`config.mk`:
```
export PLATFORM = sky130hd
export DESIGN_NAME = http_response_header_parser_flat
export DESIGN_NICKNAME = d
export VERILOG_FILES = /design/src/hdl/hrp_pkg.sv /design/src/hdl/hrp_if.sv /design/src/hdl/hrp_front.sv /design/src/hdl/hrp_fifo.sv /design/src/hdl/hrp_back.sv /design/src/hdl/http_response_header_parser.sv /design/src/flat_wrapper.sv
export SDC_FILE = /design/constraint.sdc
export NUM_CORES = 1
export LEC_CHECK = 0
export BUFFER_PORTS_ARGS = -buffer_cell sky130_fd_sc_hd__buf_2
export CORE_MARGIN = 1
export CORE_UTILIZATION = 56
export DETAILED_ROUTE_END_ITERATION = 6
export PLACE_DENSITY = 0.77
export SLEW_MARGIN = 40
export SYNTH_ARGS = -nofsm -noshare
export SYNTH_HDL_FRONTEND = slang
export SYNTH_HIERARCHICAL = 1
export SYNTH_SLANG_ARGS = --single-unit
```
`constraint.sdc`:
```
create_clock -name i_clk -period 4.8 [get_ports i_clk]
set_input_delay 0.72 -clock i_clk [delete_from_list [all_inputs] [get_ports i_clk]]
set_output_delay 0.72 -clock i_clk [all_outputs]
set_load 0.03 [all_outputs]
```
`src/hdl/hrp_pkg.sv`:
```
package hrp_pkg;

    localparam int unsigned C_BODY_MAX_DEF = 65535;
    localparam int unsigned C_FIFO_DEPTH   = 2;

    localparam logic [7:0] C_CH_CR    = 8'd13;
    localparam logic [7:0] C_CH_LF    = 8'd10;
    localparam logic [7:0] C_CH_SP    = 8'd32;
    localparam logic [7:0] C_CH_ZERO  = 8'd48;
    localparam logic [7:0] C_CH_NUL   = 8'd0;

    // header keys split into the stored part and the final character
    localparam logic [39:0]  C_STAT_HEAD = "HTTP/";
    localparam logic [7:0]   C_STAT_LAST = "1";
    localparam logic [119:0] C_LEN_HEAD  = "Content-Length:";
    localparam logic [7:0]   C_LEN_LAST  = " ";

    localparam int unsigned C_WIN_BITS = 120;

    typedef enum logic [1:0] {
        SCAN_IDLE,
        SCAN_WAIT_SP,
        SCAN_DIGITS,
        SCAN_DONE
    } t_scan;

    typedef struct packed {
        logic [7:0] data_byte;
        logic       first_byte;
    } t_in_word;

    typedef struct packed {
        logic        in_body;
        logic        body_valid;
        logic [7:0]  body_byte;
        logic [15:0] body_index;
        logic [15:0] status_code;
        logic [31:0] content_length;
        logic        length_seen;
        logic        body_done;
        logic        body_overflow;
    } t_out_word;

    // classified byte handed from front to back
    typedef struct packed {
        logic [7:0] data_byte;
        logic       first_byte;
        logic       is_nul;
        logic       is_cr;
        logic       is_crlf;
        logic       hit_status;
        logic       hit_length;
    } t_cls;

endpackage

```
`src/hdl/hrp_if.sv`:
```
interface hrp_in_if import hrp_pkg::*; ();
    logic     valid;
    logic     ready;
    t_in_word data;

    modport source (output valid, output data, input ready);
    modport sink   (input valid, input data, output ready);
endinterface

interface hrp_out_if import hrp_pkg::*; ();
    logic      valid;
    logic      ready;
    t_out_word data;

    modport source (output valid, output data, input ready);
    modport sink   (input valid, input data, output ready);
endinterface

```
`src/hdl/hrp_front.sv`:
```
module hrp_front import hrp_pkg::*; (
    input  logic       i_clk,
    input  logic       i_rst_n,
    hrp_in_if.sink     i_in,
    input  logic       i_full,
    output logic       o_push,
    output t_cls       o_cls
);

    logic [C_WIN_BITS-1:0] r_win;
    logic [C_WIN_BITS-1:0] n_win;
    logic [C_WIN_BITS-1:0] win_base;
    logic [7:0]            r_prev;
    logic [7:0]            prev_base;
    logic [7:0]            c;

    assign c         = i_in.data.data_byte;
    assign win_base  = i_in.data.first_byte ? '0 : r_win;
    assign prev_base = i_in.data.first_byte ? 8'd0 : r_prev;
    assign n_win     = {win_base[C_WIN_BITS-9:0], c};

    assign i_in.ready = !i_full;
    assign o_push     = i_in.valid && !i_full;

    always_comb begin
        o_cls.data_byte  = c;
        o_cls.first_byte = i_in.data.first_byte;
        o_cls.is_nul     = (c == C_CH_NUL);
        o_cls.is_cr      = (c == C_CH_CR);
        o_cls.is_crlf    = (c == C_CH_LF) && (prev_base == C_CH_CR);
        o_cls.hit_status = (c == C_STAT_LAST) && (win_base[39:0] == C_STAT_HEAD);
        o_cls.hit_length = (c == C_LEN_LAST) && (win_base == C_LEN_HEAD);
    end

    // window keeps shifting in the body too; it is only read after a clear
    always_ff @(posedge i_clk) begin
        if (!i_rst_n) begin
            r_win  <= '0;
            r_prev <= '0;
        end else if (o_push) begin
            r_win  <= n_win;
            r_prev <= c;
        end
    end

endmodule

```
`src/hdl/hrp_fifo.sv`:
```
module hrp_fifo import hrp_pkg::*; (
    input  logic i_clk,
    input  logic i_rst_n,
    input  logic i_push,
    input  t_cls i_cls,
    output logic o_full,
    input  logic i_pop,
    output logic o_avail,
    output t_cls o_cls
);

    localparam int unsigned PW = $clog2(C_FIFO_DEPTH);

    t_cls            r_mem [C_FIFO_DEPTH];
    logic [PW-1:0]   r_wr;
    logic [PW-1:0]   r_rd;
    logic [PW:0]     r_cnt;

    assign o_full  = (r_cnt == (PW+1)'(C_FIFO_DEPTH));
    assign o_avail = (r_cnt != '0);
    assign o_cls   = r_mem[r_rd];

    always_ff @(posedge i_clk) begin
        if (i_push) begin
            r_mem[r_wr] <= i_cls;
        end
    end

    always_ff @(posedge i_clk) begin
        if (!i_rst_n) begin
            r_wr  <= '0;
            r_rd  <= '0;
            r_cnt <= '0;
        end else begin
            if (i_push) begin
                r_wr <= (r_wr == PW'(C_FIFO_DEPTH - 1)) ? '0 : r_wr + 1'b1;
            end
            if (i_pop) begin
                r_rd <= (r_rd == PW'(C_FIFO_DEPTH - 1)) ? '0 : r_rd + 1'b1;
            end
            case ({i_push, i_pop})
                2'b10:   r_cnt <= r_cnt + 1'b1;
                2'b01:   r_cnt <= r_cnt - 1'b1;
                default: r_cnt <= r_cnt;
            endcase
        end
    end

endmodule

```
`src/hdl/hrp_back.sv`:
```
module hrp_back import hrp_pkg::*; #(
    parameter int unsigned BODY_MAX = C_BODY_MAX_DEF
) (
    input  logic       i_clk,
    input  logic       i_rst_n,
    input  logic       i_avail,
    input  t_cls       i_cls,
    output logic       o_pop,
    hrp_out_if.source  o_out
);

    localparam logic [15:0] LIMIT_MAX = 16'(BODY_MAX);

    logic        r_blank,  n_blank;
    logic        r_phase,  n_phase;
    t_scan       r_smode,  n_smode;
    logic        r_lscan,  n_lscan;
    logic [15:0] r_status, n_status;
    logic [31:0] r_length, n_length;
    logic        r_found,  n_found;
    logic [15:0] r_limit,  n_limit;
    logic [15:0] r_count,  n_count;

    logic        r_out_valid;
    t_out_word   r_out;
    t_out_word   n_out;

    assign o_pop       = i_avail && (!r_out_valid || o_out.ready);
    assign o_out.valid = r_out_valid;
    assign o_out.data  = r_out;

    always_comb begin
        logic        clr;
        logic [7:0]  c;
        logic [15:0] stat_mul;
        logic [31:0] len_mul;

        clr = i_cls.first_byte;
        c   = i_cls.data_byte;

        n_blank  = clr ? 1'b0 : r_blank;
        n_phase  = clr ? 1'b0 : r_phase;
        n_smode  = clr ? SCAN_IDLE : r_smode;
        n_lscan  = clr ? 1'b0 : r_lscan;
        n_status = clr ? 16'd0 : r_status;
        n_length = clr ? 32'd0 : r_length;
        n_found  = clr ? 1'b0 : r_found;
        n_limit  = clr ? 16'd0 : r_limit;
        n_count  = clr ? 16'd0 : r_count;

        // times ten as two shifts and an add
        stat_mul = {n_status[12:0], 3'b000} + {n_status[14:0], 1'b0};
        len_mul  = {n_length[28:0], 3'b000} + {n_length[30:0], 1'b0};

        n_out                = '0;
        n_out.in_body        = 1'b0;

        if (!n_phase) begin
            if (i_cls.is_nul) begin
                // null bytes only move the window
            end else if (i_cls.is_cr) begin
                n_smode = SCAN_IDLE;
                n_lscan = 1'b0;
            end else if (i_cls.is_crlf) begin
                if (n_blank) begin
                    if (n_found && (n_length < 32'(LIMIT_MAX))) begin
                        n_limit = n_length[15:0];
                    end else begin
                        n_limit = LIMIT_MAX;
                    end
                    n_phase = 1'b1;
                    n_blank = 1'b0;
                end else begin
                    n_blank = 1'b1;
                end
            end else begin
                case (n_smode)
                    SCAN_WAIT_SP: begin
                        if (c == C_CH_SP) n_smode = SCAN_DIGITS;
                    end
                    SCAN_DIGITS: begin
                        if (c == C_CH_SP) begin
                            n_smode = SCAN_DONE;
                        end else begin
                            n_status = stat_mul + {8'd0, c} - {8'd0, C_CH_ZERO};
                        end
                    end
                    default: begin
                    end
                endcase
                if (n_lscan) begin
                    n_length = len_mul + {24'd0, c} - {24'd0, C_CH_ZERO};
                end
                if (i_cls.hit_status) n_smode = SCAN_WAIT_SP;
                if (i_cls.hit_length) begin
                    n_found = 1'b1;
                    n_lscan = 1'b1;
                end
                n_blank = 1'b0;
            end
        end else if (n_count < n_limit) begin
            n_out.body_valid = 1'b1;
            n_out.body_byte  = c;
            n_out.body_index = n_count;
            n_count          = n_count + 16'd1;
        end else begin
            n_out.body_overflow = 1'b1;
        end

        n_out.in_body        = n_phase;
        n_out.status_code    = n_status;
        n_out.content_length = n_length;
        n_out.length_seen    = n_found;
        n_out.body_done      = n_phase && (n_count >= n_limit);
    end

    always_ff @(posedge i_clk) begin
        if (!i_rst_n) begin
            r_blank     <= 1'b0;
            r_phase     <= 1'b0;
            r_smode     <= SCAN_IDLE;
            r_lscan     <= 1'b0;
            r_status    <= '0;
            r_length    <= '0;
            r_found     <= 1'b0;
            r_limit     <= '0;
            r_count     <= '0;
            r_out_valid <= 1'b0;
        end else begin
            if (o_pop) begin
                r_blank  <= n_blank;
                r_phase  <= n_phase;
                r_smode  <= n_smode;
                r_lscan  <= n_lscan;
                r_status <= n_status;
                r_length <= n_length;
                r_found  <= n_found;
                r_limit  <= n_limit;
                r_count  <= n_count;
            end
            if (o_pop) begin
                r_out_valid <= 1'b1;
            end else if (o_out.ready) begin
                r_out_valid <= 1'b0;
            end
        end
    end

    always_ff @(posedge i_clk) begin
        if (o_pop) begin
            r_out <= n_out;
        end
    end

endmodule

```
`src/hdl/http_response_header_parser.sv`:
```
// an accepted word goes into the queue, then the back end registers its result
// throughput: one byte per cycle unless a side stalls; each byte's scan and body
// update in the back end is one step on registered state (the times-ten add)
// the front end shifts a 15-byte match window; a two-word queue lets each side stall
// reset (synchronous, active low) clears the window, queue, parse state and output
module http_response_header_parser import hrp_pkg::*; #(
    parameter int unsigned BODY_MAX = C_BODY_MAX_DEF
) (
    input  logic       i_clk,
    input  logic       i_rst_n,
    hrp_in_if.sink     i_in,
    hrp_out_if.source  o_out
);

    // front to queue
    logic push;
    logic full;
    t_cls front_cls;

    // queue to back
    logic pop;
    logic avail;
    t_cls back_cls;

    // front: shifts the match window and tags each byte with its header role
    hrp_front u_front (
        .i_clk   (i_clk),
        .i_rst_n (i_rst_n),
        .i_in    (i_in),
        .i_full  (full),
        .o_push  (push),
        .o_cls   (front_cls)
    );

    // short queue decouples byte intake from the parse / body path
    hrp_fifo u_fifo (
        .i_clk   (i_clk),
        .i_rst_n (i_rst_n),
        .i_push  (push),
        .i_cls   (front_cls),
        .o_full  (full),
        .i_pop   (pop),
        .o_avail (avail),
        .o_cls   (back_cls)
    );

    // back: status and length scans, header end, body counting; owns output register
    hrp_back #(
        .BODY_MAX (BODY_MAX)
    ) u_back (
        .i_clk   (i_clk),
        .i_rst_n (i_rst_n),
        .i_avail (avail),
        .i_cls   (back_cls),
        .o_pop   (pop),
        .o_out   (o_out)
    );

endmodule

```
`src/flat_wrapper.sv`:
```
// flat-port wrapper written by rule: the top's interface ports become plain ports
module http_response_header_parser_flat import hrp_pkg::*;
#(
    parameter int unsigned BODY_MAX = C_BODY_MAX_DEF
)
  (i_clk, i_rst_n, i_in_valid, i_in_data, i_in_ready, o_out_valid, o_out_data, o_out_ready);
  hrp_in_if i_in_i ();
  hrp_out_if o_out_i ();
  input  logic i_clk;
  input  logic i_rst_n;
  input wire logic [$bits(i_in_i.valid)-1:0] i_in_valid;
  input wire logic [$bits(i_in_i.data)-1:0] i_in_data;
  output wire logic [$bits(i_in_i.ready)-1:0] i_in_ready;
  output wire logic [$bits(o_out_i.valid)-1:0] o_out_valid;
  output wire logic [$bits(o_out_i.data)-1:0] o_out_data;
  input wire logic [$bits(o_out_i.ready)-1:0] o_out_ready;
  assign i_in_i.valid = i_in_valid;
  assign i_in_i.data = i_in_data;
  assign i_in_ready = i_in_i.ready;
  assign o_out_valid = o_out_i.valid;
  assign o_out_data = o_out_i.data;
  assign o_out_i.ready = o_out_ready;
  http_response_header_parser #(.BODY_MAX(BODY_MAX)) u_core (.i_clk(i_clk), .i_rst_n(i_rst_n), .i_in(i_in_i), .o_out(o_out_i));
endmodule
```
* Yosys cells after proc, flatten, opt, wreduce, memory -nomap -nowiden
Memories as Yosys holds them, arrays and structs flattened. A register that Yosys moved wholly into a read port is not among the register bits. Index checks and enable logic that the tools add are counted.
Storage, ports and cells: word-level logic and storage cells 136, input port bits 13, register bits 296, memory bits (writable) 28, memories kept 1
Memory list:
- u_core.u_fifo.r_mem | depth 2, width 14, rd ports 1, clocked after memory_dff 1, wr ports 1, RTL line hrp_fifo.sv:14 | t_cls r_mem [C_FIFO_DEPTH];
Operators by class: equality and inequality tests 13, reduce and logical (&&, ||, !) cells 15, $add $sub $neg 11, magnitude comparators 3, mux-type cells 69
Operators with widths (number):
- $mux 16 | 17
- $mux 32 | 6
- $eq 120x119->1 const B | 1
- $mux 120 | 1
- $eq 40x39->1 const B | 1
- $mux 1 | 33
- $add 32x32->32 | 1
- $add 32x8->32 | 1
- $lt 32x16->1 const B | 1
- $sub 32x6->32 const B | 1
- $mux 25 | 1
- $eq 8x4->1 const B | 3
- $eq 8x6->1 const B | 3
- $add 16x1->16 const B | 1
- $add 16x16->16 | 1
- $add 16x8->16 | 1
- $ge 16x16->1 | 1
- $lt 16x16->1 | 1
- $mux 2 | 8
- $sub 16x6->16 const B | 1
- $logic_not 8->1 | 1
- $mux 8 | 1
- $pmux 2 s2 | 2
- $logic_and 1x1->1 | 7
- 9 further kinds | 16

* Longest topological paths before layout
depth after elaboration 11, gate-level depth with buffers 24, depth with buffers taken out 19

* By module
Netlist, hierarchy kept.
Modules (own cells, without submodules):
- hrp_back | cells an instance 1360, instances 1, area an instance 11591.1 µm²
- hrp_front | cells an instance 608, instances 1, area an instance 5449.0 µm²
- hrp_fifo | cells an instance 65, instances 1, area an instance 1222.4 µm²

* Least setup slack after synthesis
OpenSTA, ideal clock, no wires.
kind reg-to-reg, start register (tool-made name), end register u_core.u_back.r_out (netlist bit u_core/u_back/o_out.data[34]), data pin, library setup time 135 ps, cell stages (with the launch flop) 20, clock period less this slack 5250 ps, buffers on the path 5, path slack -450 ps, data arrival time 5115 ps, cell sequence dfxtp_1 > mux2_2 > clkbuf_1 > clkbuf_1 > clkbuf_1 > clkbuf_1 > clkbuf_1 > nor2b_1 > fa_1 > fa_1 > fa_1 > a211o_1 > o211ai_1 > a22oi_1 > a21o_1 > a21oi_1 > o2bb2ai_1 > o21ai_0 > or3_1 > nand3_1
RTL lines:
- to (signal assigned) | RTL line hrp_back.sv:151 | r_out <= n_out;
- to (decl) | RTL line hrp_back.sv:25 | t_out_word r_out;

==> impl_metrics.py <==
metrics = {
    "power_and_ir_drop": {
        "vdd_ir_drop_max_mv": 0.316,
        "switching_share": 0.386,
        "p_switching_mw": 3.71,
        "power.leakage_nw": 7.85,
        "power-per-cell-area_nw_per_um2": 478,
        "p_int_mw": 5.92,
        "pwr-share-comb": 0.377,
        "seqPwrFrac": 0.355,
        "pwr-share-clk": 0.267,
    },
    "job": {
        "cap_violations": 0,
    },
    "sta": {
        "fin_crit_ns": 4.59,
        "hold_violations": 0,
        "slew_headroom": 0.462,
        "setup_tns_ns": 0,
        "clock_skew_ns": 0.0269,
        "hold_ws_ns": 0.456,
        "setup_viol": 0,
        "fin_crit_sh": 0.957,
        "fmax_mhz": 218,
        "tightestPinTransition_ns": 0.807,
        "slew_viol_final": 0,
    },
    "clock_tree": {
        "cts.sinks": 317,
        "cts_tree": "built",
        "path_clk_slew_ns": 0.06,
        "clock_latency_ns": 0.52,
        "cts_max_level": 2,
        "cts_made_buffers": 34,
        "clk_path_buf_depth": 3,
        "cts_root_buf": "clkbuf_16",
        "hold_buffers": 0,
    },
    "logic_synthesis": {
        "syn_inst": 2033,
        "ys_warn_count": 6,
        "synth.distinct_cells": 85,
        "synth-async-reset-ratio": 0,
        "ys_seq_area_frac": 0.405,
        "avgSynthCellArea_um2": 8.98,
        "synth-seq-cells": 317,
        "synth_nets": 2206,
        "synthFlopType": "dfxtp_1",
        "synth-edff-count": 105,
        "syn-cell-area_um2": 18300,
    },
    "drt": {
        "drtIter0Drc": 1168,
        "remaining_drc_errors": 0,
        "viasPerCell": 5.89,
        "drt.antenna.violating_nets": 0,
        "dr.pass1.iters": 7,
        "routedWlPerCell_um": 17.3,
        "num_vias": 14800,
        "routed_wl_um": 43600,
    },
    "floorplan": {
        "initial_utilization": 0.574,
        "core_um2": 31800,
        "die_area_um2": 33300,
        "die_w_um": 183,
        "ios": 92,
        "std_cell_rows": 65,
        "dieHeight_um": 183,
    },
    "critical_path": {
        "cp.arrival_ns": 4.92,
        "path_class": "reg -> reg",
        "startpoint_type": "register",
        "crit_path_end_kind": "register",
        "required_ns": 5.13,
        "worst-path-max-fanout": 14,
    },
    "grt": {
        "first_global_vias": 14000,
        "antenna_found_initial": 1,
        "grt_pass1_wl_um": 70800,
        "overflow": 0,
        "grt_use_total": 0.260,
        "grt_max_degree": 95,
    },
    "cells_and_area": {
        "final_util": 0.634,
        "layout.nets": 2233,
        "drive_gt1_frac": 0.111,
        "n_fill_cell": 2674,
        "final_common_cell": "nand2_1",
        "final_cell_mix": "nand2_1 (240), dfxtp_1 (212), a21oi_1 (209)",
        "multi_input_area_um2": 10000,
        "seqCellArea_um2": 7400,
        "n_antenna_cell": 0,
        "area_growth_syn_to_layout_pct": 10.3,
    },
    "placement": {
        "place_congestion": 0.893,
        "io_buffer_count": 91,
        "dp_hpwl_um": 30400,
    },
    "min_path": {
        "worst_hold_path_type": "reg -> reg",
    },
    "run_status": {
        "status": "finished, final reports clean",
    },
}
==> layout make-up <==
cell class,count,area share
clock buffers,48,0.0468
clock inverters,14,0.00739
inverters,104,0.0195
multi-input cells,1484,0.497
flip-flops and latches,317,0.367
well taps,435,0.0270
repair buffers,119,0.0353
==> final timing paths <==
kind / start / to / slack [ns] / depth (start not counted)
worst max-delay path: register / u_core/u_back/o_out.data[28] / 0.21 / 14
worst min-delay path: u_core/u_back/r_status[8] / u_core/u_back/r_status[8] / 0.46 / 2
worst max register to register: register / u_core/u_back/o_out.data[28] / 0.21 / 14
worst min register to register: u_core/u_back/r_status[8] / u_core/u_back/r_status[8] / 0.46 / 2
==> routing by layer <==
layer,up-vias,wire [µm],GRT usage
met3,87,2220,0.0323
met4,2,1030,0.0716
li1,7210,-,-
met2,437,20600,0.440
met1,7106,19700,0.348
met5,-,13,0
==> Yosys cell counts (30+ instances only) <==
cell type	number	area, µm²
clkbuf_1	95	357
nand2_1	241	905
nor3b_1	102	766
nor2b_1	132	826
edfxtp_1	105	3150
and2_1	34	213
ha_1	148	1850
a21oi_1	211	1060
inv_1	102	383
nor2_1	122	458
nand4_1	30	188
xnor2_1	34	298
o21ai_0	63	315
dfxtp_1	212	4240
==> power groups by stage <==
| stage | clock [mW] | sequential [mW] | combinational (mW) |
|---|---|---|---|
| 5_1_grt | 2.72 | 3.47 | 3.93 |
| 3_3_place_gp | 0 | 3.47 | 3.49 |
| 6_report | 2.58 | 3.42 | 3.63 |
| 4_1_cts | 2.62 | 3.42 | 3.59 |
| 3_5_place_dp | 0 | 3.48 | 3.57 |
| 2_1_floorplan | 0 | 4.06 | 2.06 |
==> critical path, stage by stage, from the launching register on <==
cell	delay (ns)
dfxtp_1	0.36
mux2_4	0.40
buf_4	0.18
nor2b_1	0.22
fa_1	0.47
ha_1	0.30
ha_1	0.38
a211o_1	0.17
o211ai_1	0.15
a22oi_2	0.27
a21o_1	0.25
a2bb2oi_1	0.46
a21oi_1	0.19
or4_1	0.43
o211ai_1	0.14
==> registers in the layout (all words and copies together) (netlist names), 2 cells and up, named ones only <==
name	count
u_core/u_back/r_count	16
u_core/u_back/r_length	32
u_core/u_fifo/r_mem	28
u_core/u_back/o_out.data	77
u_core/u_fifo/r_cnt	2
u_core/u_back/r_status	16
u_core/u_back/r_limit	16
u_core/u_front/r_win	120
u_core/u_back/r_smode	2
==> logic make-up after synthesis <==
family | synth area share
adders and majority gates | 0.115
and+or+nand+nor | 0.241
xor gates and xnor gates | 0.0278
muxes | 0.0108
DFF | 0.405
AOI/OAI and AO/OA | 0.151
buffers and inverters | 0.0504
==> per-stage QoR <==
| step | setup slack, ns | total power [mW] | instances | area, µm² |
|---|---|---|---|---|
| 2_1_floorplan | 0.0140 | 6.12 | 2033 | 18300 |
| 3_3_place_gp | 0.247 | 6.97 | 2457 | 19000 |
| 3_5_place_dp | 0.0763 | 7.05 | 2457 | 19000 |
| 4_1_cts | 0.0501 | 9.63 | 2519 | 20100 |
| 5_1_grt | -0.00716 | 10.1 | 2521 | 20200 |
| 6_report | 0.207 | 9.63 | 2521 | 20200 |
==> timing repair <==
item,CTS,global route
endpoints found under the hold margin,0,0
setup buffers,0,2
resized for setup,0,9
endpoints found under the setup margin,0,15
Power figures use the tool's default switching activity.
